File: src/rtl/szpc_pkg.sv
package szpc_pkg;

  // point and trig precision
  localparam int COORD_BITS     = 16;
  localparam int TRIG_FRAC_BITS = 15;

  // register field widths
  localparam int SEL_W  = 3;
  localparam int RAD_W  = 15;
  localparam int LEN_W  = 16;
  localparam int CFG_DW = 16;
  localparam int IDX_W  = 3;
  localparam int SQR_W  = 2 * RAD_W;

  // pentagon coordinate width: scaled point or vertex differences, signed
  localparam int PMAG = (COORD_BITS - 1 > RAD_W) ? COORD_BITS - 1 : RAD_W;
  localparam int PW   = PMAG + TRIG_FRAC_BITS + 2;

  // triangle linear terms and products
  localparam int TW  = ((COORD_BITS > LEN_W) ? COORD_BITS : LEN_W) + 3;
  localparam int TPW = 2 * TW;

  // circle, square and ellipse compare widths
  localparam int CMPW = (2 * COORD_BITS + 1 > SQR_W) ? 2 * COORD_BITS + 1 : SQR_W;
  localparam int QW   = (COORD_BITS + 1 > LEN_W) ? COORD_BITS + 1 : LEN_W;
  localparam int EPW  = COORD_BITS + SQR_W;
  localparam int EW   = 2 * COORD_BITS + SQR_W + 2;

  // sine and cosine constants in Q2.30, rounded half up to the trig precision
  localparam longint COS1_Q30 = 64'sd1021189158;
  localparam longint SIN1_Q30 = 64'sd331804471;
  localparam longint COS3_Q30 = 64'sd631129609;
  localparam longint SIN3_Q30 = 64'sd868675383;
  localparam int     TRIG_SH  = 30 - TRIG_FRAC_BITS;
  localparam longint TRIG_HALF = 64'sd1 <<< (TRIG_SH - 1);

  localparam logic [TRIG_FRAC_BITS:0] TRIG_C1 =
    (TRIG_FRAC_BITS + 1)'((COS1_Q30 + TRIG_HALF) >>> TRIG_SH);
  localparam logic [TRIG_FRAC_BITS:0] TRIG_S1 =
    (TRIG_FRAC_BITS + 1)'((SIN1_Q30 + TRIG_HALF) >>> TRIG_SH);
  localparam logic [TRIG_FRAC_BITS:0] TRIG_C3 =
    (TRIG_FRAC_BITS + 1)'((COS3_Q30 + TRIG_HALF) >>> TRIG_SH);
  localparam logic [TRIG_FRAC_BITS:0] TRIG_S3 =
    (TRIG_FRAC_BITS + 1)'((SIN3_Q30 + TRIG_HALF) >>> TRIG_SH);

  // register indexes
  typedef enum logic [IDX_W-1:0] {
    REG_SHAPE    = 3'd0,
    REG_CIRC_R   = 3'd1,
    REG_TRI_H    = 3'd2,
    REG_TRI_B    = 3'd3,
    REG_SQ_SIDE  = 3'd4,
    REG_ELL_MAJ  = 3'd5,
    REG_ELL_MIN  = 3'd6,
    REG_PENT_R   = 3'd7
  } cfg_idx_t;

  // shape codes, anything above ellipse is pentagon
  localparam logic [SEL_W-1:0] SHAPE_TRI  = 3'd0;
  localparam logic [SEL_W-1:0] SHAPE_CIRC = 3'd1;
  localparam logic [SEL_W-1:0] SHAPE_SQ   = 3'd2;
  localparam logic [SEL_W-1:0] SHAPE_ELL  = 3'd3;

  // zone settings and values derived from them
  typedef struct packed {
    logic [SEL_W-1:0]    shape;
    logic [LEN_W-1:0]    tri_h;
    logic [LEN_W-1:0]    tri_b;
    logic [LEN_W-1:0]    sq_side;
    logic [SQR_W-1:0]    circ_r2;
    logic [SQR_W-1:0]    ell_a2;
    logic [SQR_W-1:0]    ell_m2;
    logic [2*SQR_W-1:0]  ell_ma;
    logic signed [PW-1:0] pent_top;
    logic signed [PW-1:0] pent_c1;
    logic signed [PW-1:0] pent_s1;
    logic signed [PW-1:0] pent_c3;
    logic signed [PW-1:0] pent_s3;
  } cfg_t;

  // per-stage advance for the edge units
  typedef struct packed {
    logic s2;
    logic s3;
  } stg_en_t;

endpackage

File: src/rtl/szpc_cfg.sv
module szpc_cfg
  import szpc_pkg::*;
(
  input  logic              clk,
  input  logic              rst_n,
  input  logic              cfg_wr_en,
  input  logic [IDX_W-1:0]  cfg_index,
  input  logic [CFG_DW-1:0] cfg_wdata,
  output cfg_t              cfg
);

  logic [SEL_W-1:0] shape_r;
  logic [RAD_W-1:0] circ_r_r;
  logic [LEN_W-1:0] tri_h_r;
  logic [LEN_W-1:0] tri_b_r;
  logic [LEN_W-1:0] sq_side_r;
  logic [RAD_W-1:0] ell_a_r;
  logic [RAD_W-1:0] ell_m_r;
  logic [RAD_W-1:0] pent_l_r;

  logic [SQR_W-1:0]     circ_r2_r;
  logic [SQR_W-1:0]     ell_a2_r;
  logic [SQR_W-1:0]     ell_m2_r;
  logic [2*SQR_W-1:0]   ell_ma_r;
  logic signed [PW-1:0] pent_top_r;
  logic signed [PW-1:0] pent_c1_r;
  logic signed [PW-1:0] pent_s1_r;
  logic signed [PW-1:0] pent_c3_r;
  logic signed [PW-1:0] pent_s3_r;

  // register writes
  always_ff @(posedge clk) begin
    if (!rst_n) begin
      shape_r   <= 3'd1;
      circ_r_r  <= 15'd1000;
      tri_h_r   <= 16'd2000;
      tri_b_r   <= 16'd2000;
      sq_side_r <= 16'd2000;
      ell_a_r   <= 15'd1500;
      ell_m_r   <= 15'd1000;
      pent_l_r  <= 15'd1000;
    end else if (cfg_wr_en) begin
      unique case (cfg_idx_t'(cfg_index))
        REG_SHAPE:   shape_r   <= cfg_wdata[SEL_W-1:0];
        REG_CIRC_R:  circ_r_r  <= cfg_wdata[RAD_W-1:0];
        REG_TRI_H:   tri_h_r   <= cfg_wdata[LEN_W-1:0];
        REG_TRI_B:   tri_b_r   <= cfg_wdata[LEN_W-1:0];
        REG_SQ_SIDE: sq_side_r <= cfg_wdata[LEN_W-1:0];
        REG_ELL_MAJ: ell_a_r   <= cfg_wdata[RAD_W-1:0];
        REG_ELL_MIN: ell_m_r   <= cfg_wdata[RAD_W-1:0];
        REG_PENT_R:  pent_l_r  <= cfg_wdata[RAD_W-1:0];
        default: ;
      endcase
    end
  end

  // derived squares and pentagon vertex terms, registered from the settings
  always_ff @(posedge clk) begin
    circ_r2_r  <= SQR_W'(circ_r_r) * SQR_W'(circ_r_r);
    ell_a2_r   <= SQR_W'(ell_a_r) * SQR_W'(ell_a_r);
    ell_m2_r   <= SQR_W'(ell_m_r) * SQR_W'(ell_m_r);
    ell_ma_r   <= (2*SQR_W)'(ell_a2_r) * (2*SQR_W)'(ell_m2_r);
    pent_top_r <= $signed(PW'(pent_l_r) << TRIG_FRAC_BITS);
    pent_c1_r  <= $signed(PW'(pent_l_r) * PW'(TRIG_C1));
    pent_s1_r  <= $signed(PW'(pent_l_r) * PW'(TRIG_S1));
    pent_c3_r  <= $signed(PW'(pent_l_r) * PW'(TRIG_C3));
    pent_s3_r  <= $signed(PW'(pent_l_r) * PW'(TRIG_S3));
  end

  always_comb begin
    cfg.shape    = shape_r;
    cfg.tri_h    = tri_h_r;
    cfg.tri_b    = tri_b_r;
    cfg.sq_side  = sq_side_r;
    cfg.circ_r2  = circ_r2_r;
    cfg.ell_a2   = ell_a2_r;
    cfg.ell_m2   = ell_m2_r;
    cfg.ell_ma   = ell_ma_r;
    cfg.pent_top = pent_top_r;
    cfg.pent_c1  = pent_c1_r;
    cfg.pent_s1  = pent_s1_r;
    cfg.pent_c3  = pent_c3_r;
    cfg.pent_s3  = pent_s3_r;
  end

endmodule

File: config.mk
export PLATFORM = sky130hd
export DESIGN_NAME = szpc_cfg
export DESIGN_NICKNAME = d
export VERILOG_FILES = /design/src/rtl/szpc_pkg.sv /design/src/rtl/szpc_cfg.sv
export SDC_FILE = /design/constraint.sdc
export NUM_CORES = 2
export LEC_CHECK = 0
export BUFFER_PORTS_ARGS = -buffer_cell sky130_fd_sc_hd__buf_4
export CAP_MARGIN = 10
export CORE_ASPECT_RATIO = 1.1
export CORE_MARGIN = 5
export CORE_UTILIZATION = 30
export DETAILED_ROUTE_END_ITERATION = 10
export GPL_TIMING_DRIVEN = 1
export PLACE_DENSITY = 0.58
export SLEW_MARGIN = 25
export SYNTH_ARGS = -nofsm -noshare
export SYNTH_HDL_FRONTEND = slang
export SYNTH_SLANG_ARGS = --single-unit
export TNS_END_PERCENT = 100
File: constraint.sdc
create_clock -name clk -period 6.7 [get_ports clk]
set_clock_uncertainty 0.05 [all_clocks]
set_input_delay 1.005 -clock clk [delete_from_list [all_inputs] [get_ports clk]]
set_output_delay 1.005 -clock clk [all_outputs]
set_load 0.05 [all_outputs]
# After elaboration in Yosys (flattened, before gate mapping)
# Cells that the tools add are included.
totals:
  reg_bits: 391
  inputBits: 22
  output_inout_bits: 361
classes:
  multipliers: 8
  n_eq_ne: 7
  reduce_logical: 9
ops:
  columns: ["op", "count"]
  rows:
  - ["$mul A15 B15 Y30", 3]
  - ["$mul A30 B30 Y60", 1]
  - ["$mul A15 B13 Y28 const B", 2]
  - ["$mul A15 B15 Y30 const B", 1]
  - ["$mul A15 B14 Y29 const B", 1]
  - ["$reduce_and A2 Y1", 8]
  - ["$eq A3 B3 Y1 const B", 4]
  - ["$eq A3 B2 Y1 const B", 2]
  - ["$eq A3 B1 Y1 const B", 1]
  - ["$logic_not A3 Y1", 1]

# Depth between registers and ports, before layout
logic_depth:
  depth_word: 2
  ltp_mapped: 30
  depth_no_buf: 27

# Worst setup path before layout
# Ideal clock, no wire load.
synth_path:
  kind: "reg2reg"
  startpoint: "register ell_m2_r[6]"
  endpoint: "register ell_ma_r[45]"
  setup_ns: 0.125
  t_arrival_ns: 7.244
  required_ns: 6.525
  path_slack_ns: -0.720
  path_stages_with_launch: 30
  synth_period_minus_slack_ns: 7.420
  cell_sequence: "dfxtp_1 -> clkbuf_1 -> clkbuf_1 -> nand2_1 -> fa_1 -> inv_1 -> fa_1 -> fa_1 -> inv_1 -> fa_1 -> inv_1 -> fa_1 -> inv_1 -> fa_1 -> inv_1 -> fa_1 -> inv_1 -> fa_1 -> inv_1 -> ha_1 -> nand2_1 -> nor2_1 -> a31oi_1 -> o31a_1 -> a211oi_1 -> or3_1 -> clkbuf_1 -> a211o_1 -> a31oi_1 -> xnor2_1"
synth_between:
  elab_chain_cells: 1
synth_lines:
  columns: ["item", "line_no", "source"]
  rows:
  - ["from (decl)", "szpc_cfg.sv:23", "logic [SQR_W-1:0] ell_m2_r;"]
  - ["from (signal assigned)", "szpc_cfg.sv:61", "ell_m2_r <= SQR_W'(ell_m_r) * SQR_W'(ell_m_r);"]
  - ["$mul A30 B30 Y60", "szpc_cfg.sv:62", "ell_ma_r <= (2*SQR_W)'(ell_a2_r) * (2*SQR_W)'(ell_m2_r);"]
  - ["to (signal assigned)", "szpc_cfg.sv:62", null]
  - ["to (decl)", "szpc_cfg.sv:24", "logic [2*SQR_W-1:0] ell_ma_r;"]
# No other way between the ends.
# A chain may end at the register's enable or synchronous reset.

# Final worst setup path
layout_path:
  startpoint: "register ell_a2_r[15]"
  endpoint: "register ell_ma_r[56]"
layout_between:
  elab_chain_cells: 1
layout_lines:
  columns: ["item", "line_no", "source"]
  rows:
  - ["from (decl)", "szpc_cfg.sv:22", "logic [SQR_W-1:0] ell_a2_r;"]
  - ["from (signal assigned)", "szpc_cfg.sv:60", "ell_a2_r <= SQR_W'(ell_a_r) * SQR_W'(ell_a_r);"]
  - ["$mul A30 B30 Y60", "szpc_cfg.sv:62", null]
# No other way between the ends.

==> results.py <==
metrics = {
    "global_route": {
        "grt_max_degree": 90,
        "grt_pass1_wl_mm": 338,
        "grt_pass1_vias": 58000,
        "overflow": 0,
        "antenna_found_initial": 8,
        "grt_usage": 0.174,
    },
    "hold_path": {
        "hold_class": "reg -> reg",
    },
    "setup_path": {
        "cp_slowest_cell": "fa_2",
        "setup.worst_path.start_class": "register",
        "cp_num_buf_inv": 6,
        "crit_fanout": 4,
        "path_class": "reg -> reg",
        "end_kind": "register",
        "crit_family": "adder cells",
        "cp_common_cell": "fa_1",
        "cp_data_required_time_ps": 7230,
        "cp_cell_sequence": "buf_12, buf_6, and2_4, fa_1, fa_2, fa_1, inv_2, fa_1, inv_2, fa_1, fa_2, fa_1, fa_2, ha_4, buf_6, and4_4, a21oi_2, o211ai_1, buf_4, o2111ai_4, a21oi_4, a211o_4, a211oi_2, xnor2_1",
        "cpPeakStageDelay_ps": 580,
        "arrival_ps": 7640,
    },
    "sta": {
        "final-hold-violation-count": 0,
        "min_period_over_period": 1.06,
        "setup_slack_ps": -406,
        "setup_viol": 32,
        "max_freq_mhz": 141,
        "worst_pin_slew_ps": 1110,
        "timing.slew.headroom": 0.256,
        "period_minus_slack_ps": 7110,
        "rsz0062_at_grt": "yes",
        "hold-worst-slack_ps": 415,
        "slew_violations": 0,
    },
    "logic_synthesis": {
        "ys.flop_type": "dfxtp_1",
        "synth_edf_count": 0,
        "synth_cell_type_count": 90,
        "async_reset_ff_frac": 0,
        "syn_inst": 7572,
        "ys_warn_count": 0,
        "synth_area_um2": 71500,
        "ys_ff_latch": 377,
        "avgSynthCellArea_um2": 9.44,
        "ys_seq_area_frac": 0.106,
    },
    "layout": {
        "multiInputGateArea_um2": 57500,
        "fin_cells": 11500,
        "drive_above_1_share": 0.164,
        "area_delta_synth_final_pct": 19.3,
        "final_nets": 10600,
        "fill_cells": 23900,
        "regArea_um2": 7750,
    },
    "clock_tree": {
        "hold_buffers": 0,
        "cts_inserted_buffers": 47,
        "cts_root_buf": "clkbuf_16",
        "path_clk_slew_ps": 90,
        "clkLatencyLatePin_ps": 700,
        "cts_sinks": 377,
        "cts.path.max_buffers": 3,
        "cts_tree": "built",
        "cts_htree_levels": 2,
    },
    "detailed_routing": {
        "drt_first_pass_iters": 6,
        "vias_per_cell": 4.63,
        "wirelength_mm": 217,
        "ant_nets": 0,
        "drtIter0Drc": 2715,
        "wl_per_cell_um": 18.9,
        "routed-via-count": 53000,
        "drcViolationCount": 0,
    },
    "placement": {
        "port_buffers": 348,
        "dp_cells": 11300,
        "place_ws_ps": -639,
        "hpwl_mm": 178,
        "gp_congestion": 0.921,
    },
    "status": {
        "status": "finished with violations",
        "violations": "setup timing",
    },
    "floorplanning": {
        "core.rowCount": 188,
        "die-area_um2": 248000,
        "fp.dieH_um": 522,
        "coreArea_um2": 238000,
        "io_pins": 383,
        "initial_core_util": 0.301,
        "die_width_um": 476,
    },
    "job": {
        "drv_cap": 0,
    },
}
-- flip-flops by register name, indices dropped and copies added (netlist names) --
| register | cells |
|---|---|
| circ_r_r | 15 |
| ell_ma_r | 59 |
| pent_c1_r | 25 |
| pent_s1_r | 24 |
| ell_a2_r | 29 |
| pent_l_r | 15 |
| tri_h_r | 16 |
| ell_a_r | 15 |
| circ_r2_r | 29 |
| shape_r | 3 |
| pent_c3_r | 29 |
| pent_top_r | 13 |
| tri_b_r | 16 |
| sq_side_r | 16 |
| ell_m2_r | 29 |
| ell_m_r | 15 |
| pent_s3_r | 29 |
-- metrics by stage --
step | setup TNS [ps] | area (µm²) | util
floorplan | -580 | 72800 | -
global placement | -11040 | 81100 | 0.341
detailed placement | -12700 | 81100 | 0.341
CTS | -6360 | 84700 | 0.356
global route | -13930 | 85300 | 0.359
finish | -8850 | 85300 | 0.359
-- tightest hold or removal path, stage by stage (launching register included) --
cell	delay [ps]
dfxtp_1	310
nand2_1	40
a21boi_0	60
-- cell usage after synthesis (all sizes together), types with 70 or more instances --
master	number	area share
a21boi	70	0.0073
a21o	96	0.010
a21oi	211	0.015
and2	694	0.061
clkbuf	277	0.015
dfxtp	377	0.11
fa	1423	0.40
ha	900	0.16
inv	1708	0.090
nand2	774	0.041
nand3	70	0.0050
nor2	135	0.0071
o21ai	92	0.0064
xnor2	174	0.021
xor2	75	0.0092
-- layout make-up --
cell class / count / share of cell area
inverter: 1708 / 0.0752
sequential: 377 / 0.0909
antenna: 3 / 0.0000880
multi-input combinational: 5201 / 0.674
tap: 3135 / 0.0460
clock buffer: 59 / 0.0155
clock inverter: 29 / 0.00349
timing repair buffer: 943 / 0.0946
-- final timing paths --
check / startpoint / endpoint / slack, ps / depth (start not counted)
worst max-delay path: ell_a2_r[15] / ell_ma_r[56] / -410 / 24
worst min-delay path: tri_b_r[3] / tri_b_r[3] / 410 / 2
worst max register to register: ell_a2_r[15] / ell_ma_r[56] / -410 / 24
worst min register to register: tri_b_r[3] / tri_b_r[3] / 410 / 2
-- cell usage in the layout, fill, tap and decap left out, drive strengths merged, types with 22 or more instances in the layout --
master | synthesis | layout
a211oi | 23 | 23
o21a | 22 | 22
a21oi | 211 | 211
o211ai | 28 | 28
inv | 1708 | 1717
a21boi | 70 | 70
fa | 1423 | 1423
nor3 | 30 | 30
xnor2 | 174 | 174
clkbuf | 277 | 59
nand3 | 70 | 70
nand2b | 24 | 24
a31oi | 29 | 29
dfxtp | 377 | 377
buf | 58 | 943
nor2b | 36 | 36
and2 | 694 | 694
xor2 | 75 | 75
ha | 900 | 900
nand2 | 774 | 774
o21ai | 92 | 92
o21bai | 39 | 39
nand4 | 30 | 30
conb | 2 | 51
a21o | 96 | 96
nor2 | 135 | 135
-- cell families (layout without fill, tap and decap cells) --
logic type,after synthesis,after routing,share of synthesized area
and+or+nand+nor,1863,1863,0.130
muxes,7,7,0.00103
AOI/OAI and AO/OA,708,708,0.0668
other,2,54,0.000105
buffers and inverters,2043,2739,0.110
adders and majority gates,2323,2323,0.556
xor gates and xnor gates,249,249,0.0305
DFF,377,377,0.106
-- per-layer routing --
metal	vias up	GRT usage	routed length [µm]
met3	303	0.0309	12900
met1	26900	0.221	90000
li1	24300	-	-
met4	4	0.0497	7310
met2	1507	0.304	106000
met5	-	0	27
-- what timing repair did --
item                                    CTS  global route
pin swaps                               111            88
endpoints found under the setup margin   34            41
resized for setup                       192           107
cloned                                    1             0
buffers inserted                         94            22
Power is not shown: default switching activity piles up to over one toggle a cycle in this logic, so the estimate is an artifact.
